$ cat config.mk
export PLATFORM = sky130hd
export DESIGN_NAME = cslp_front
export DESIGN_NICKNAME = d
export VERILOG_FILES = /design/src/hw/rtl/call_stack_latency_profiler_defines.svh /design/src/hw/rtl/cslp_pkg.sv /design/src/hw/rtl/cslp_front.sv
export SDC_FILE = /design/constraint.sdc
export NUM_CORES = 1
export LEC_CHECK = 0
export BUFFER_PORTS_ARGS = -buffer_cell sky130_fd_sc_hd__buf_4
export CORE_AREA = 3 3 171 173
export CTS_CLUSTER_SIZE = 24
export DETAILED_ROUTE_END_ITERATION = 16
export DIE_AREA = 0 0 174 176
export HOLD_SLACK_MARGIN = 0.06
export PLACE_DENSITY = 0.34
export SYNTH_ARGS = -nofsm -noshare
export SYNTH_HDL_FRONTEND = slang
export SYNTH_SLANG_ARGS = --single-unit
$ cat constraint.sdc
create_clock -name clk -period 2.5 [get_ports clk]
set_input_delay 0.5 -clock clk [delete_from_list [all_inputs] [get_ports clk]]
set_output_delay 0.5 -clock clk [all_outputs]
set_load 0.02 [all_outputs]
$ cat src/hw/rtl/call_stack_latency_profiler_defines.svh
// assertion macros for the call stack latency profiler
`ifndef CALL_STACK_LATENCY_PROFILER_DEFINES_SVH
`define CALL_STACK_LATENCY_PROFILER_DEFINES_SVH

`ifndef SYNTHESIS

`define CSLP_ASSERT_IMPL(label, clk, rst, ante, cons) \
  label: assert property (@(posedge clk) disable iff (rst) (ante) |-> (cons)) \
    else $error("cslp assertion failed");

`define CSLP_ASSERT_NEXT(label, clk, rst, ante, cons) \
  label: assert property (@(posedge clk) disable iff (rst) (ante) |=> (cons)) \
    else $error("cslp assertion failed");

`else

`define CSLP_ASSERT_IMPL(label, clk, rst, ante, cons)

`define CSLP_ASSERT_NEXT(label, clk, rst, ante, cons)

`endif

`endif

$ cat src/hw/rtl/cslp_pkg.sv
`timescale 1ns / 1ps

package cslp_pkg;

  localparam int STACK_DEPTH_DEFAULT = 64;
  localparam int QUEUE_DEPTH = 2;

  localparam int TIME_W = 27;
  localparam int DEPTH_CFG_W = 7;
  localparam int REC_DEPTH_W = 6;
  localparam int CFG_IDX_W = 2;
  localparam int CFG_DATA_W = 27;

  localparam logic [TIME_W-1:0] WRAP_US = TIME_W'(100000000);

  localparam logic [CFG_IDX_W-1:0] CFG_RECORD_ENABLE = 2'd0;
  localparam logic [CFG_IDX_W-1:0] CFG_MIN_COST = 2'd1;
  localparam logic [CFG_IDX_W-1:0] CFG_MAX_DEPTH = 2'd2;

  localparam logic [TIME_W-1:0] MIN_COST_RESET = TIME_W'(1000);
  localparam logic [DEPTH_CFG_W-1:0] MAX_DEPTH_RESET = DEPTH_CFG_W'(3);

  localparam logic [2:0] ST_PUSHED = 3'd0;
  localparam logic [2:0] ST_POPPED = 3'd1;
  localparam logic [2:0] ST_POPPED_RECORD = 3'd2;
  localparam logic [2:0] ST_OVERFLOW = 3'd3;
  localparam logic [2:0] ST_UNDERFLOW = 3'd4;

  localparam logic [1:0] KIND_PUSH = 2'd0;
  localparam logic [1:0] KIND_POP = 2'd1;
  localparam logic [1:0] KIND_OVERFLOW = 2'd2;
  localparam logic [1:0] KIND_UNDERFLOW = 2'd3;

  typedef struct packed {
    logic        opcode;
    logic [63:0] class_handle;
    logic [63:0] selector_handle;
    logic [63:0] return_address;
    logic [26:0] now_us;
  } req_t;

  typedef struct packed {
    logic [2:0]  status;
    logic [63:0] popped_return_address;
    logic        record_valid;
    logic [63:0] record_class;
    logic [63:0] record_selector;
    logic [5:0]  record_depth;
    logic [26:0] record_cost_us;
  } rsp_t;

  typedef struct packed {
    logic [1:0]  kind;
    logic [63:0] class_handle;
    logic [63:0] selector_handle;
    logic [63:0] return_address;
    logic [26:0] now_us;
  } cmd_t;

  typedef struct packed {
    logic [63:0] class_handle;
    logic [63:0] selector_handle;
    logic [63:0] return_address;
    logic [26:0] start_us;
  } frame_t;

endpackage

$ cat src/hw/rtl/cslp_front.sv
`timescale 1ns / 1ps

module cslp_front #(
  parameter int STACK_DEPTH = cslp_pkg::STACK_DEPTH_DEFAULT
) (
  input  logic           clk,
  input  logic           rst,
  input  logic           req_valid,
  output logic           req_ready,
  input  cslp_pkg::req_t req,
  output logic           cmd_valid,
  input  logic           cmd_ready,
  output cslp_pkg::cmd_t cmd
);

  localparam int CNT_W = $clog2(STACK_DEPTH + 1);

  logic [CNT_W-1:0] count;
  logic [CNT_W-1:0] count_next;
  logic             full;
  logic             empty;

  assign full = (count == CNT_W'(STACK_DEPTH));
  assign empty = (count == '0);

  assign req_ready = cmd_ready;
  assign cmd_valid = req_valid;

  // classify against the speculative depth
  always_comb begin
    cmd.class_handle = req.class_handle;
    cmd.selector_handle = req.selector_handle;
    cmd.return_address = req.return_address;
    cmd.now_us = req.now_us;
    count_next = count;
    if (!req.opcode) begin
      if (full) begin
        cmd.kind = cslp_pkg::KIND_OVERFLOW;
      end else begin
        cmd.kind = cslp_pkg::KIND_PUSH;
        count_next = count + CNT_W'(1);
      end
    end else begin
      if (empty) begin
        cmd.kind = cslp_pkg::KIND_UNDERFLOW;
      end else begin
        cmd.kind = cslp_pkg::KIND_POP;
        count_next = count - CNT_W'(1);
      end
    end
  end

  always_ff @(posedge clk) begin
    if (rst) begin
      count <= '0;
    end else if (req_valid && cmd_ready) begin
      count <= count_next;
    end
  end

endmodule

# Yosys cells after proc, flatten, opt, wreduce, memory -nomap -nowiden
# Index checks and enable logic that the tools add are counted.
# word_totals
regBits,7
in_bits,224
output_inout_bits,223
wordCells,15
# op_classes
addsub,2
n_eq_ne,3
n_mux,6
reduce_logical,3
# op_table
cell,n
$mux 7,3
$add 7x1->7 const B,1
$eq 7x7->1 const B,1
$logic_not 7->1,1
$sub 7x1->7 const B,1
$mux 2,3
$ne 2x2->1 const B,2
$reduce_and 3->1,1
$logic_and 1x1->1,1

# Depth between registers and ports, before layout
# depth
depth_word,3
ltp_mapped,7

# Worst setup path before layout
# OpenSTA, ideal clock, no wires.
# synth_timing
path_kind,input -> register
startpoint,in req[219] in the netlist's numbering
endpoint,reg count[6]
t_arrival_ns,1.854
required_ns,2.379
path_slack_ns,0.525
stages,7
cell_sequence,inv_1 -> fa_1 -> nor2b_1 -> o31a_1 -> mux2i_1 -> a21boi_1 -> mux2_4
# synth_between
elab_chain_cells,2
# synth_rtl
element,line_no,text
from (decl),cslp_front.sv:10,"input cslp_pkg::req_t req,"
$ne 2x2->1 (no source line),n/a,
$reduce_and 3->1 (no source line),n/a,
to (signal assigned),cslp_front.sv:57,count <= count_next;
to (decl),cslp_front.sv:18,logic [CNT_W-1:0] count;
# Parallel ways exist; a longest one is shown, timed or not.
# A chain may end at the register's enable or synchronous reset.

# Final worst setup path
# Ends and elaborated chain as after synthesis.

==> impl_metrics.json <==
{
  "status": "finished clean",
  "tns_ns": 0,
  "clkLatencyLatePin_ns": 0.23,
  "drive_gt1_share_pct": 18.6,
  "postPlaceCellArea_um2": 1060,
  "period_needed_ns": 2.03,
  "ant_nets": 0,
  "wl_mm": 6.25,
  "overflow": 0,
  "hold_class": "input port to flip-flop",
  "drtPass1Iterations": 2,
  "syn_avg_cell_area_um2": 7.83,
  "cts_resized": 0,
  "start_util_pct": 7.95,
  "async_flop_share_pct": 0,
  "final_common_cell": "buf_4",
  "numPortBuffers": 8,
  "fmax_mhz": 492,
  "holdPathStages": 2,
  "rr_startpoint": "count[0]$_SDFFE_PP0P_",
  "place_ws_ns": 0.199,
  "synthDominantCellAreaShare_pct": 75.5,
  "via_count": 804,
  "syn_area_um2": 2210,
  "synth_edf_count": 0,
  "yosysWarnings": 0,
  "multi_input_area_um2": 368,
  "syn2layout_area_growth_pct": -48.4,
  "hold_end": "count[0]$_SDFFE_PP0P_",
  "die_w_um": 174,
  "ir_worst_vdd_v": 0.000138,
  "finalCritPeriodShare_pct": 81.3,
  "coreArea_um2": 27800,
  "routabilityCongestion": 0.607,
  "crit_required_ns": 2.62,
  "track_usage_pct": 3.98,
  "fin_nets": 301,
  "fin_cells": 448,
  "numClockSinks": 7,
  "postSynthCellCount": 282,
  "setup_viol": 0,
  "p_leak_uw": 0.000292,
  "cts_tree": "yes",
  "cap_viol_max_count": 0,
  "grt_pass1_vias": 955,
  "grt_max_degree": 11,
  "timing.slew.headroom_pct": 72.0,
  "final_cell_mix": "buf_4, nor2_1, dfxtp_1",
  "seq_area_frac_synth_pct": 6.35,
  "numCtsBuffers": 3,
  "layout_top_registers": "count (7)",
  "dp.cells": 444,
  "reg2reg_depth": 7,
  "clkTransAtPathRegs_ns": 0.04,
  "worst_clock_skew_ns": 0.00200,
  "ff2ff_setup_slack_ns": 0.55,
  "fp.dieH_um": 176,
  "rows": 61,
  "post-cts-setup-buffer-count": 0,
  "cts_buffer_depth": 2,
  "critPathKind": "input port to flip-flop",
  "grt_pass1_wl_mm": 7.85,
  "arrival_ns": 2.15,
  "htreeDepth": 1,
  "regMostFlops": "count",
  "drv_slew": 0,
  "synth_flop_cell": "dfxtp_1",
  "drt-initial-drc-count": 22,
  "setup_ws_ns": 0.468,
  "hold_viol": 0,
  "yosysTopAreaCell": "buf_4",
  "start_kind": "input port",
  "antenna_found_initial": 0,
  "vias_per_cell": 1.79,
  "largest_reg_flops": 7,
  "ioPinCount": 447,
  "r2r-end": "count[6]$_SDFFE_PP0P_",
  "tightest_slew_ns": 0.420,
  "cts_hold_buf": 0,
  "cts_root_buffer": "clkbuf_16",
  "final_cell_area_um2": 1140,
  "hpwlAfterDp_mm": 5.27,
  "register_area_um2": 140,
  "syn-num-nets": 512,
  "yosys_register_bits": 7,
  "power.density_cell_area_nw_per_um2": 493,
  "wire_per_inst_um": 13.9,
  "grt_setup_unrepaired": "no",
  "crit_fanout": 9,
  "drc": 0,
  "synth_cell_types": 29,
  "num-fill-cells": 3343,
  "crit_path_end_kind": "flip-flop",
  "die-area_um2": 30600,
  "hp-start": "rst",
  "yosys-top-cells-area": "buf_4, dfxtp_1, ha_1",
  "insertedDiodeCount": 0
}
[worst max path at each step]
| stage | startpoint | endpoint | slack (ns) |
|---|---|---|---|
| floorplan | req[219] | count[6]$_SDFFE_PP0P_ | 0.52 |
| global placement | req[219] | count[6]$_SDFFE_PP0P_ | 0.19 |
| detailed placement | req[219] | count[6]$_SDFFE_PP0P_ | 0.20 |
| CTS | req[219] | count[6]$_SDFFE_PP0P_ | 0.45 |
| global route | req[219] | count[6]$_SDFFE_PP0P_ | 0.31 |
| finish | req[219] | count[6]$_SDFFE_PP0P_ | 0.47 |
[metrics by stage]
| step | power, µW | hold WS, ns | utilization, % |
|---|---|---|---|
| floorplan | 762 | 0.508 | - |
| global placement | 294 | 0.556 | 3.81 |
| detailed placement | 291 | 0.548 | 3.81 |
| CTS | 574 | 0.504 | 4.10 |
| global route | 601 | 0.529 | 4.10 |
| finish | 562 | 0.514 | 4.10 |
[metal layers]
layer	GRT usage, %	routed length, µm	vias to the layer above
li1	-	-	235
met1	1.91	1080	268
met2	5.07	2580	192
met3	4.82	1610	109
met4	6.64	971	0
met5	0	0	-
[Yosys cell counts (2+ instances only)]
cell type / n
xnor2_1: 3
o21ai_0: 2
nor3_1: 2
inv_1: 5
a211oi_1: 2
mux2i_1: 4
nor2_1: 7
dfxtp_1: 7
a21oi_1: 3
ha_1: 5
buf_4: 222
nor2b_1: 3
[cell families (layout without fill, tap and decap cells)]
logic type | count (synthesis) | count (layout) | share of synthesized area, %
and+or+nand+nor | 17 | 17 | 4.48
muxes | 5 | 5 | 2.49
xor gates and xnor gates | 4 | 4 | 1.59
buffers and inverters | 229 | 17 | 77.0
adders and majority gates | 6 | 6 | 3.74
AOI/OAI and AO/OA | 14 | 14 | 4.36
DFF | 7 | 7 | 6.35
[cell type report]
type                            count  share of cell area (%)
Tap cell                          378                    41.5
Inverter                            5                    1.65
Multi-Input combinational cell     46                    32.3
Clock buffer                        4                    6.92
Timing Repair Buffer                8                    5.27
Sequential cell                     7                    12.3
[critical path: stages]
cell and delay, ns:
buf_4 0.15, inv_1 0.11, fa_1 0.47, nor2b_1 0.16, o31a_1 0.18, mux2i_1 0.19
a21boi_1 0.09, mux2_4 0.30
[where the power goes]
group          total [µW]  internal [µW]  switching (µW)
sequential            137            125            12.3
clock                 275            212            62.6
combinational         150           70.4            79.2
total                 562            408             154
No activity file was read; power rests on OpenSTA's default activity.
