File: config.mk
export PLATFORM = sky130hd
export DESIGN_NAME = cslp_fifo
export DESIGN_NICKNAME = d
export VERILOG_FILES = /design/src/hw/rtl/call_stack_latency_profiler_defines.svh /design/src/hw/rtl/cslp_pkg.sv /design/src/hw/rtl/cslp_fifo.sv
export SDC_FILE = /design/constraint.sdc
export NUM_CORES = 1
export LEC_CHECK = 0
export BUFFER_PORTS_ARGS = -buffer_cell sky130_fd_sc_hd__buf_2
export CORE_UTILIZATION = 57
export DETAILED_ROUTE_END_ITERATION = 7
export PLACE_DENSITY = 0.86
export SKIP_CTS_REPAIR_TIMING = 1
export SYNTH_ARGS = -nofsm -noshare
export SYNTH_HDL_FRONTEND = slang
export SYNTH_SLANG_ARGS = --single-unit
File: constraint.sdc
create_clock -name clk -period 16.2 [get_ports clk]
set_clock_uncertainty 0.05 [all_clocks]
set_input_delay 0.81 -clock clk [delete_from_list [all_inputs] [get_ports clk]]
set_output_delay 0.81 -clock clk [all_outputs]
set_load 0.01 [all_outputs]
File: src/hw/rtl/call_stack_latency_profiler_defines.svh
// assertion macros for the call stack latency profiler
`ifndef CALL_STACK_LATENCY_PROFILER_DEFINES_SVH
`define CALL_STACK_LATENCY_PROFILER_DEFINES_SVH

`ifndef SYNTHESIS

`define CSLP_ASSERT_IMPL(label, clk, rst, ante, cons) \
  label: assert property (@(posedge clk) disable iff (rst) (ante) |-> (cons)) \
    else $error("cslp assertion failed");

`define CSLP_ASSERT_NEXT(label, clk, rst, ante, cons) \
  label: assert property (@(posedge clk) disable iff (rst) (ante) |=> (cons)) \
    else $error("cslp assertion failed");

`else

`define CSLP_ASSERT_IMPL(label, clk, rst, ante, cons)

`define CSLP_ASSERT_NEXT(label, clk, rst, ante, cons)

`endif

`endif

File: src/hw/rtl/cslp_pkg.sv
`timescale 1ns / 1ps

package cslp_pkg;

  localparam int STACK_DEPTH_DEFAULT = 64;
  localparam int QUEUE_DEPTH = 2;

  localparam int TIME_W = 27;
  localparam int DEPTH_CFG_W = 7;
  localparam int REC_DEPTH_W = 6;
  localparam int CFG_IDX_W = 2;
  localparam int CFG_DATA_W = 27;

  localparam logic [TIME_W-1:0] WRAP_US = TIME_W'(100000000);

  localparam logic [CFG_IDX_W-1:0] CFG_RECORD_ENABLE = 2'd0;
  localparam logic [CFG_IDX_W-1:0] CFG_MIN_COST = 2'd1;
  localparam logic [CFG_IDX_W-1:0] CFG_MAX_DEPTH = 2'd2;

  localparam logic [TIME_W-1:0] MIN_COST_RESET = TIME_W'(1000);
  localparam logic [DEPTH_CFG_W-1:0] MAX_DEPTH_RESET = DEPTH_CFG_W'(3);

  localparam logic [2:0] ST_PUSHED = 3'd0;
  localparam logic [2:0] ST_POPPED = 3'd1;
  localparam logic [2:0] ST_POPPED_RECORD = 3'd2;
  localparam logic [2:0] ST_OVERFLOW = 3'd3;
  localparam logic [2:0] ST_UNDERFLOW = 3'd4;

  localparam logic [1:0] KIND_PUSH = 2'd0;
  localparam logic [1:0] KIND_POP = 2'd1;
  localparam logic [1:0] KIND_OVERFLOW = 2'd2;
  localparam logic [1:0] KIND_UNDERFLOW = 2'd3;

  typedef struct packed {
    logic        opcode;
    logic [63:0] class_handle;
    logic [63:0] selector_handle;
    logic [63:0] return_address;
    logic [26:0] now_us;
  } req_t;

  typedef struct packed {
    logic [2:0]  status;
    logic [63:0] popped_return_address;
    logic        record_valid;
    logic [63:0] record_class;
    logic [63:0] record_selector;
    logic [5:0]  record_depth;
    logic [26:0] record_cost_us;
  } rsp_t;

  typedef struct packed {
    logic [1:0]  kind;
    logic [63:0] class_handle;
    logic [63:0] selector_handle;
    logic [63:0] return_address;
    logic [26:0] now_us;
  } cmd_t;

  typedef struct packed {
    logic [63:0] class_handle;
    logic [63:0] selector_handle;
    logic [63:0] return_address;
    logic [26:0] start_us;
  } frame_t;

endpackage

File: src/hw/rtl/cslp_fifo.sv
`timescale 1ns / 1ps

module cslp_fifo (
  input  logic           clk,
  input  logic           rst,
  input  logic           wr_valid,
  output logic           wr_ready,
  input  cslp_pkg::cmd_t wr_data,
  output logic           rd_valid,
  input  logic           rd_ready,
  output cslp_pkg::cmd_t rd_data
);

  localparam int DEPTH = cslp_pkg::QUEUE_DEPTH;
  localparam int PTR_W = (DEPTH > 1) ? $clog2(DEPTH) : 1;
  localparam int CNT_W = $clog2(DEPTH + 1);

  cslp_pkg::cmd_t   slots [DEPTH];
  logic [PTR_W-1:0] wr_ptr;
  logic [PTR_W-1:0] rd_ptr;
  logic [CNT_W-1:0] fill;
  logic             do_wr;
  logic             do_rd;

  assign wr_ready = (fill != CNT_W'(DEPTH));
  assign rd_valid = (fill != '0);
  assign rd_data = slots[rd_ptr];
  assign do_wr = wr_valid && wr_ready;
  assign do_rd = rd_valid && rd_ready;

  always_ff @(posedge clk) begin
    if (do_wr) begin
      slots[wr_ptr] <= wr_data;
    end
  end

  always_ff @(posedge clk) begin
    if (rst) begin
      wr_ptr <= '0;
      rd_ptr <= '0;
      fill <= '0;
    end else begin
      if (do_wr) begin
        wr_ptr <= (wr_ptr == PTR_W'(DEPTH - 1)) ? '0 : wr_ptr + PTR_W'(1);
      end
      if (do_rd) begin
        rd_ptr <= (rd_ptr == PTR_W'(DEPTH - 1)) ? '0 : rd_ptr + PTR_W'(1);
      end
      if (do_wr && !do_rd) begin
        fill <= fill + CNT_W'(1);
      end else if (do_rd && !do_wr) begin
        fill <= fill - CNT_W'(1);
      end
    end
  end

endmodule

# Word level (Yosys, flattened, before mapping)
# Memories as Yosys holds them, arrays and structs flattened. A register that Yosys moved wholly into a read port is not among the register bits.
# Index checks and enable logic that the tools add are counted.
[classes]
eq_ne = 1
mux = 8
magnitude_cmp = 0
n_div = 0
n_addsub = 4
bitwise = 0
reduce_logical = 8
n_shift = 0
multipliers = 0
[ops]
columns = ["cell", "n"]
rows = [
  ["1-bit 2-to-1 mux", 6],
  ["1-bit logical AND", 4],
  ["2-bit 2-to-1 mux", 2],
  ["2-bit nonzero test", 2],
  ["1-bit adder, second input constant", 2],
  ["2-bit by 1-bit adder with 2-bit output, second input constant", 1],
  ["1-bit zero test", 2],
  ["2-bit inequality test, second input constant", 1],
  ["2-bit by 1-bit subtractor with 2-bit output, second input constant", 1],
]
[word_totals]
regBits = 4
mem_count = 1
elab_cells = 25
input_bits = 225
output_inout_bits = 223
latchBits = 0
ram_bits = 442
romBits = 0
[memory_table]
columns = ["memory", "words", "word_bits", "rd", "rd_clocked_by_memory_dff", "wr", "line", "text"]
rows = [
  ["slots", 2, 221, 1, 1, 1, "cslp_fifo.sv:18", "cslp_pkg::cmd_t slots [DEPTH];"],
]

# Logic depth before layout (Yosys ltp)
# Gate-level depths: netlist of run 1.
[depth]
ltp_word = 6
ltp_mapped = 6
ltp_nobuf = 6

# Worst setup path before layout of run 1
# OpenSTA, ideal clock, no wires.
[synth_timing]
path_kind = "input to register"
startpoint = "input port wr_valid"
endpoint = "memory slots[1][0] in the netlist's numbering, enable pin"
t_required_ns = 15.540
setup_time_ns = 0.610
path_stages = 1
arrival_ns = 5.902
path_slack_ns = 9.637
n_path_buf = 0
cell_sequence = "and3_1"
[synth_between]
elab_chain_len = 3
[synth_rtl]
columns = ["item", "line", "text"]
rows = [
  ["from (decl)", "cslp_fifo.sv:6", "input logic wr_valid,"],
  ["1-bit logical AND", "cslp_fifo.sv:28", "assign do_wr = wr_valid && wr_ready;"],
  ["1-bit 2-to-1 mux", "cslp_fifo.sv:32", "if (do_wr) begin"],
  ["1-bit 2-to-1 mux (not written as such)", "cslp_fifo.sv:33", "slots[wr_ptr] <= wr_data;"],
  ["to (decl)", "cslp_fifo.sv:18", ""],
]
# Every way passes these cells.

==> qor.yml, run 1 <==
timing:
  max_slew_margin_pct: 30.0
  rsz0062_at_grt: "no"
  setup_slack_ns: 11.39
  hold_viol: 0
  finalSetupTns_ns: 0
  layout_worst_path_cycle_share_pct: 29.7
  tightestPinTransition_ns: 1.05
  period_needed_ns: 4.81
  max_freq_mhz: 208
  setup_violations: 0
  drv_slew: 0
worst_setup_path:
  timing.critical_path.mode_cell: "buf_4"
  critPathBufInv: 3
  endpoint_kind: "primary output"
  cpPeakStageDelay_ns: 0.95
  cp.required_ns: 15.34
  cp-start-kind: "flop"
  critical_path.cell_chain: "buf_4, buf_4, mux2_4, buf_2"
  arrival_ns: 3.95
  worst-setup-path-type: "reg -> out"
  cp_slowest_cell: "dfxtp_4"
  worstPathMaxFanout: 58
  crit_family: "buffers and inverters"
floorplan:
  die-area_um2: 30600
  die_h_um: 175
  die_x_um: 175
  start_util_pct: 58.6
  io_pins: 448
  num_rows: 62
  core-area_um2: 29100
global_route:
  overflow: 0
  antenna_found_initial: 12
  grt_use_total_pct: 23.0
  grt_max_degree: 85
  grt_pass1_vias: 9023
  grt_pass1_wl_um: 51800
yosys:
  synth_seq_cells: 447
  muxShareOfSynthArea_pct: 18.8
  yosysUniqueCellTypes: 20
  synth_compound_area_share_pct: 0.176
  yosysWarnings: 0
  synth_top_family_by_area: "multiplexers"
  postSynthAreaPerCell_um2: 24.0
  syn-num-nets: 938
  seq_area_frac_synth_pct: 78.4
  syn_inst: 712
  netlist_area_um2: 17100
  synthSimpleGateAreaFrac_pct: 0.293
  synthAdderAreaFrac_pct: 0.0734
  synthXorXnorAreaFrac_pct: 0.154
clocking:
  cts.sinks: 447
  cts_buffers: 43
  htree_levels: 2
  max-clock-path-buffers: 3
  path_clk_slew_ns: 0.06
  tritoncts: "yes"
  worstSkewPairLatency_ns: 0.53
  root_buffer: "clkbuf_16"
routing:
  vias: 8482
  dr.first_iter.drc_count: 500
  drc: 0
  drtPass1Iterations: 4
  viasPerCell: 5.26
  drt-wirelength-per-cell_um: 22.3
  totalWireLength_um: 36000
  antenna_left: 0
status:
  status: "complete, no violations"
placement:
  place_area_um2: 19500
  place.gp.congestion: 0.843
  dpl.hpwl_um: 24500
  io_buffers: 447
  post-place-ws_ns: 11.93
finish:
  final_common_cell: "buf_2"
  drive_gt1_share_pct: 60.9
  nNetsFinal: 1412
  final_cell_mix: "buf_2 (447), edfxtp_1 (442), mux2_4 (190), clkbuf_16 (45), mux2_2 (31)"
  area_growth_pct: 22.9
  design_area_um2: 21000
flow_run:
  cap_violations: 0
power:
  power_density_nw_per_um2: 161
  power_mw: 3.37
  ir_worst_vdd_v: 0.000139
  cellLeakagePower_nw: 8.21
min_path:
  hp-class: "in -> reg"
where the power goes:
| group | internal, mW | switching (mW) |
|---|---|---|
| registers | 1.45 | 0.0650 |
| clock network | 0.617 | 0.399 |
| logic | 0.426 | 0.418 |
worst register-to-register path, stage by stage, from the launching register on:
cell	delay, ns
dfxtp_1	0.40
nand2b_1	0.22
and3_4	0.91
buf_4	0.95
logic make-up (layout without fill, tap and decap cells):
group | after synthesis | in the layout
compound gates | 5 | 5
xor+xnor | 3 | 3
fa+ha+maj | 1 | 1
buf+inv | 26 | 534
flops | 447 | 447
mux | 221 | 221
other cells | 0 | 9
simple gates | 9 | 9
per-layer routing:
metal / vias to the layer above / global-route usage [%] / part of all wire [%]
met5: - / 0 / 0.18
met4: 10 / 9.24 / 3.4
met3: 90 / 8.31 / 9.6
met2: 424 / 41.4 / 52
met1: 4160 / 24.5 / 35
li1: 3798 / - / -
state kept, by name, indices dropped and copies added, names as in the netlist, named ones only:
| name | cells |
|---|---|
| fill | 2 |
| rd_ptr | 1 |
| slots | 442 |
| wr_ptr | 1 |
path summary, 6_finish.rpt:
check	endpoint	startpoint	slack [ns]	cells after the start
setup reg to reg	slots[1][172]	fill[0]	13.21	3
setup / recovery	rd_data[81]	flop	11.39	4
hold / removal	slots[1][116]	wr_data[116]	0.41	1
hold reg to reg	rd_ptr	rd_ptr	0.49	2
layout make-up:
cell class                      instances  area (µm²)
Clock buffer                           50        1140
Fill cell                            1688        8120
Multi-Input combinational cell        239        3330
Sequential cell                       447       13400
Tap cell                              384         480
Antenna cell                            9        22.5
Timing Repair Buffer                  454        2290
Inverter                                1        11.3
Clock inverter                         29         315
cell usage after synthesis:
master	instances	area share (%)
edfxtp_1	442	78
mux2_4	190	17
mux2_2	31	2.0
buf_12	11	1.3
buf_6	11	0.73
dfxtp_1	5	0.59
buf_2	3	0.088
nor2_1	3	0.066
xor2_1	3	0.15
a21oi_1	2	0.059
o21ai_0	2	0.059
a21bo_2	1	0.059
and2_1	1	0.037
and3_1	1	0.037
ha_1	1	0.073
inv_1	1	0.022
nand2b_1	1	0.037
nand3b_1	1	0.044
or2_2	1	0.037
or3_1	1	0.037
per-stage QoR:
step / util [%] / hold WS [ns] / instances
3_5_place_dp: 67.0 / 0.457 / 1525
5_1_grt: 72.0 / 0.397 / 1610
6_report: 72.1 / 0.412 / 1613
4_1_cts: 72.0 / 0.392 / 1604
2_1_floorplan: - / 0.421 / 712
3_3_place_gp: 67.0 / 0.439 / 1525
No activity file was read; power rests on OpenSTA's default activity.
==> run 2, diff against run 1 <==
Settings changed: CORE_UTILIZATION 57 to 53, PLACE_DENSITY 0.86 to 0.81.
Clock period 16.2 ns to 4.5 ns, I/O delays scaled along.
==> qor.yml, run 2 (synthesis gave the netlist of run 1 again) <==
finish:
  top_register: "slots"
  nNetsFinal: 1646
  nFillCells: 1710
  area_growth_pct: 36.3
  final_common_cell: "buf_2"
  design_area_um2: 23200
  drive_gt1_share_pct: 51.2
  largest_reg_flops: 442
  final_cell_mix: "buf_2 (447), edfxtp_1 (442), dlygate4sd3_1 (223), mux2_4 (190), clkbuf_16 (45)"
  top_regs: "slots x442, fill x2"
floorplan:
  die_x_um: 181
  die-area_um2: 32900
  core-area_um2: 31600
  io_pins: 448
  num_rows: 65
  start_util_pct: 53.9
  die_h_um: 181
worst_setup_path:
  rr_startpoint: "fill[0]"
  rrSetupSlack_ns: 1.93
  endpoint_kind: "primary output"
  worstPathMaxFanout: 53
  critical_path.cell_chain: "buf_4, mux2_2, buf_2"
  cpPeakStageDelay_ns: 1.00
  ff2ff_path_depth: 5
  r2r-end: "slots[0][117]"
  cp-start-kind: "flop"
  cp_slowest_cell: "dfxtp_4"
  worst-setup-path-type: "reg -> out"
  arrival_ns: 2.58
  cp.required_ns: 4.22
routing:
  viasPerCell: 5.22
  drc: 0
  dr.first_iter.drc_count: 589
  vias: 9699
  drt-wirelength-per-cell_um: 22.8
  totalWireLength_um: 42300
  drtPass1Iterations: 4
  antenna_left: 0
power:
  power_density_nw_per_um2: 530
  seqPwrFrac_pct: 44.3
  cellLeakagePower_nw: 9.15
  p_int_mw: 8.91
  p_switching_mw: 3.41
  comb_power_share_pct: 27.3
  p_clk_share_pct: 28.4
  ir_worst_vdd_v: 0.000454
  p_sw_share_pct: 27.7
clocking:
  path_clk_slew_ns: 0.06
  cts_buffers: 44
  root_buffer: "clkbuf_16"
  max-clock-path-buffers: 3
  cts.sinks: 447
  tritoncts: "yes"
  worstSkewPairLatency_ns: 0.54
  htree_levels: 2
min_path:
  hold_path_depth: 4
  hp-class: "in -> reg"
  hold_path.startpoint: "rd_ready"
  holdPathEnd: "rd_ptr"
global_route:
  grt_pass1_vias: 8825
  overflow: 0
  grt_max_degree: 75
  grt_pass1_wl_um: 50300
  antenna_found_initial: 2
  grt_use_total_pct: 20.5
timing:
  drv_slew: 0
  hold_viol: 0
  setup_violations: 0
  rsz0062_at_grt: "no"
  period_needed_ns: 2.85
  tightestPinTransition_ns: 0.982
  hold_ws_ns: 0.225
  finalSetupTns_ns: 0
  layout_worst_path_cycle_share_pct: 63.4
  max_freq_mhz: 351
  max_slew_margin_pct: 34.6
  setup_slack_ns: 1.65
placement:
  place_area_um2: 19700
  dpl.hpwl_um: 23600
  io_buffers: 447
  post-place-ws_ns: 1.97
  place.gp.congestion: 0.779
status:
  status: "complete, no violations"
flow_run:
  cap_violations: 0
==> run 2: cell count changes in the layout (fill, tap and decap cells not counted), moves of 2 or more <==
| cell | before | now |
|---|---|---|
| clkinv_1 | 11 | 6 |
| inv_6 | 0 | 2 |
| buf_12 | 0 | 7 |
| clkbuf_1 | 5 | 20 |
| diode_2 | 9 | 2 |
| buf_4 | 7 | 10 |
| bufinv_16 | 7 | 2 |
| clkinv_2 | 8 | 3 |
| dlygate4sd3_1 | 0 | 223 |
| clkbuf_8 | 0 | 2 |
==> run 2: final cells by class <==
cell class,instances,area [µm²],share of cell area (%)
flip-flops and latches,447,13400,57.5
well taps,402,503,2.16
inverters,1,7.51,0.0323
repair buffers,687,4680,20.2
diodes,2,5.00,0.0215
clock buffers,67,1230,5.29
multi-input cells,239,3330,14.3
clock inverters,13,115,0.495
==> run 2: per-stage QoR <==
| stage | power [mW] | std cells | util (%) |
|---|---|---|---|
| after floorplan | 7.68 | 712 | - |
| after global placement | 8.55 | 1553 | 62.2 |
| after detailed placement | 8.62 | 1553 | 62.2 |
| after CTS | 12.1 | 1633 | 66.4 |
| after global routing | 12.7 | 1858 | 73.5 |
| final | 12.3 | 1858 | 73.5 |
==> run 2: worst max-delay path: cells and delay by family (launching register included) <==
kind / cells / cell delay [ns]
buffers and inverters: 2 / 0.60
flip-flops: 1 / 1.00
multiplexers: 1 / 0.40
==> run 2: worst max-delay path by stage <==
| stage | endpoint | startpoint | slack (ns) | cells past startpoint |
|---|---|---|---|---|
| floorplan | slots[0][0] | fill[0] | 0.02 | 3 |
| global placement | slots[0][115] | fill[0] | 2.06 | 5 |
| detailed placement | slots[0][115] | fill[0] | 1.97 | 5 |
| CTS | rd_data[217] | flop | 1.61 | 3 |
| global route | rd_data[217] | flop | 1.55 | 3 |
| finish | rd_data[217] | flop | 1.65 | 3 |
==> run 2: power by group through the flow <==
stage / Sequential (mW) / Clock (mW) / Combinational [mW]
floorplan: 5.44 / 0 / 2.24
global route: 5.49 / 3.71 / 3.52
global placement: 5.47 / 0 / 3.09
CTS: 5.43 / 3.51 / 3.14
detailed placement: 5.51 / 0 / 3.12
finish: 5.45 / 3.50 / 3.36
==> run 2: metal layers <==
metal  track usage (%)  share of wire [%]
met1              22.1                 34
met2              36.5                 53
met3              7.80                8.7
met4              7.69                3.5
met5                 0                  0
==> run 3, diff against run 2 <==
Settings changed: CORE_UTILIZATION 53 to 48, PLACE_DENSITY 0.81 to 0.78.
Clock period 4.5 ns to 2.3 ns, I/O delays scaled along.
==> qor.yml, run 3 (synthesis gave the netlist of run 1 again) <==
worst_setup_path:
  arrival_ns: 2.00
  worstPathMaxFanout: 19
  cp.required_ns: 2.13
  endpoint_kind: "primary output"
  cp-start-kind: "flop"
  worst-setup-path-type: "reg -> out"
floorplan:
  die_h_um: 191
  die_x_um: 191
  num_rows: 68
  io_pins: 448
  start_util_pct: 49.1
  die-area_um2: 36300
  core-area_um2: 34700
clocking:
  max-clock-path-buffers: 3
  htree_levels: 2
  cts_buffers: 45
  cts.sinks: 447
  tritoncts: "yes"
  path_clk_slew_ns: 0.06
  root_buffer: "clkbuf_16"
  worstSkewPairLatency_ns: 0.53
timing:
  max_freq_mhz: 461
  max_slew_margin_pct: 60.8
  tightestPinTransition_ns: 0.588
  setup_slack_ns: 0.132
  hold_ws_ns: -0.00610
  setup_violations: 0
  hold_viol: 1
  drv_slew: 0
  finalSetupTns_ns: 0
  period_needed_ns: 2.17
  rsz0062_at_grt: "no"
  layout_worst_path_cycle_share_pct: 94.3
status:
  status: "finished, violations left"
  violations: "negative hold slack"
global_route:
  grt_pass1_wl_um: 49300
  antenna_found_initial: 0
  overflow: 0
  grt_use_total_pct: 18.3
  grt_max_degree: 95
  grt_pass1_vias: 8778
routing:
  dr.first_iter.drc_count: 429
  viasPerCell: 4.94
  antenna_left: 0
  vias: 9486
  drt-wirelength-per-cell_um: 20.1
  totalWireLength_um: 38600
  drtPass1Iterations: 4
  drc: 0
power:
  cellLeakagePower_nw: 9.31
  p_sw_share_pct: 26.4
  p_clk_share_pct: 29.6
  p_switching_mw: 6.48
  p_int_mw: 18.0
  comb_power_share_pct: 27.5
  power_density_nw_per_um2: 1040
  ir_worst_vdd_v: 0.000757
  seqPwrFrac_pct: 42.9
flow_run:
  cap_violations: 0
finish:
  final_common_cell: "buf_2"
  area_growth_pct: 38.6
  top_regs: "slots x442, fill x2"
  top_register: "slots"
  nNetsFinal: 1661
  largest_reg_flops: 442
  drive_gt1_share_pct: 52.7
  final_cell_mix: "buf_2 (447), edfxtp_1 (442), dlygate4sd3_1 (223), mux2_4 (190), clkbuf_16 (45)"
  fin_util_pct: 68.1
placement:
  place.gp.congestion: 0.765
  io_buffers: 447
  post-place-ws_ns: 0.551
  dpl.hpwl_um: 23500
min_path:
  hp-class: "in -> reg"
## run 3: changes by cell type in the layout (fill, tap and decap cells not counted), sizes merged
| cell | delta |
|---|---|
| clkbuf | -20 |
| clkinvlp | +4 |
| buf | +14 |
| bufinv | +5 |
| inv | -1 |
| clkinv | +9 |
## run 3: power by group through the flow
stage                     registers, mW  logic (mW)  clock network (mW)
final                              10.5        6.74                7.25
after global routing               10.6        7.14                7.72
after CTS                          10.5        6.44                7.38
after detailed placement           10.7        6.39                   0
after global placement             10.6        6.33                   0
after floorplan                    10.7        4.39                   0
## run 3: per-layer routing
metal	vias to the layer above	part of all wire [%]	GRT usage, %
li1	4280	-	-
met1	4729	36	20.2
met2	402	53	31.7
met3	75	7.9	6.72
met4	0	2.6	7.17
met5	-	0	0
## run 3: final timing paths
check | start | end | slack [ns] | cells past startpoint
min reg2reg | rd_ptr | rd_ptr | 0.48 | 2
max reg2reg | fill[0] | slots[0][11] | 0.51 | 4
max | flop | rd_data[214] | 0.13 | 4
min | rd_ready | rd_ptr | -0.006 | 4
## run 3: critical path, stage by stage, from the launching register on
cell and delay, ns:
dfxtp_4 0.51, buf_12 0.24, buf_12 0.21, mux2_2 0.35, buf_2 0.14
## run 3: cell type report
| cell class | instances | area (µm²) |
|---|---|---|
| Sequential cell | 447 | 13400 |
| Timing Repair Buffer | 701 | 4890 |
| Fill cell | 2156 | 11100 |
| Clock buffer | 47 | 1130 |
| Multi-Input combinational cell | 239 | 3330 |
| Clock inverter | 30 | 328 |
| Tap cell | 455 | 569 |
| Antenna cell | 2 | 5.00 |
| Inverter | 1 | 7.51 |
## run 3: per-stage QoR
| step | cells | total power [mW] | area [µm²] |
|---|---|---|---|
| detailed placement | 1620 | 17.0 | 19900 |
| floorplan | 712 | 15.0 | 17100 |
| finish | 1922 | 24.5 | 23600 |
| CTS | 1697 | 24.3 | 21400 |
| global placement | 1620 | 16.9 | 19900 |
| global route | 1920 | 25.4 | 23600 |
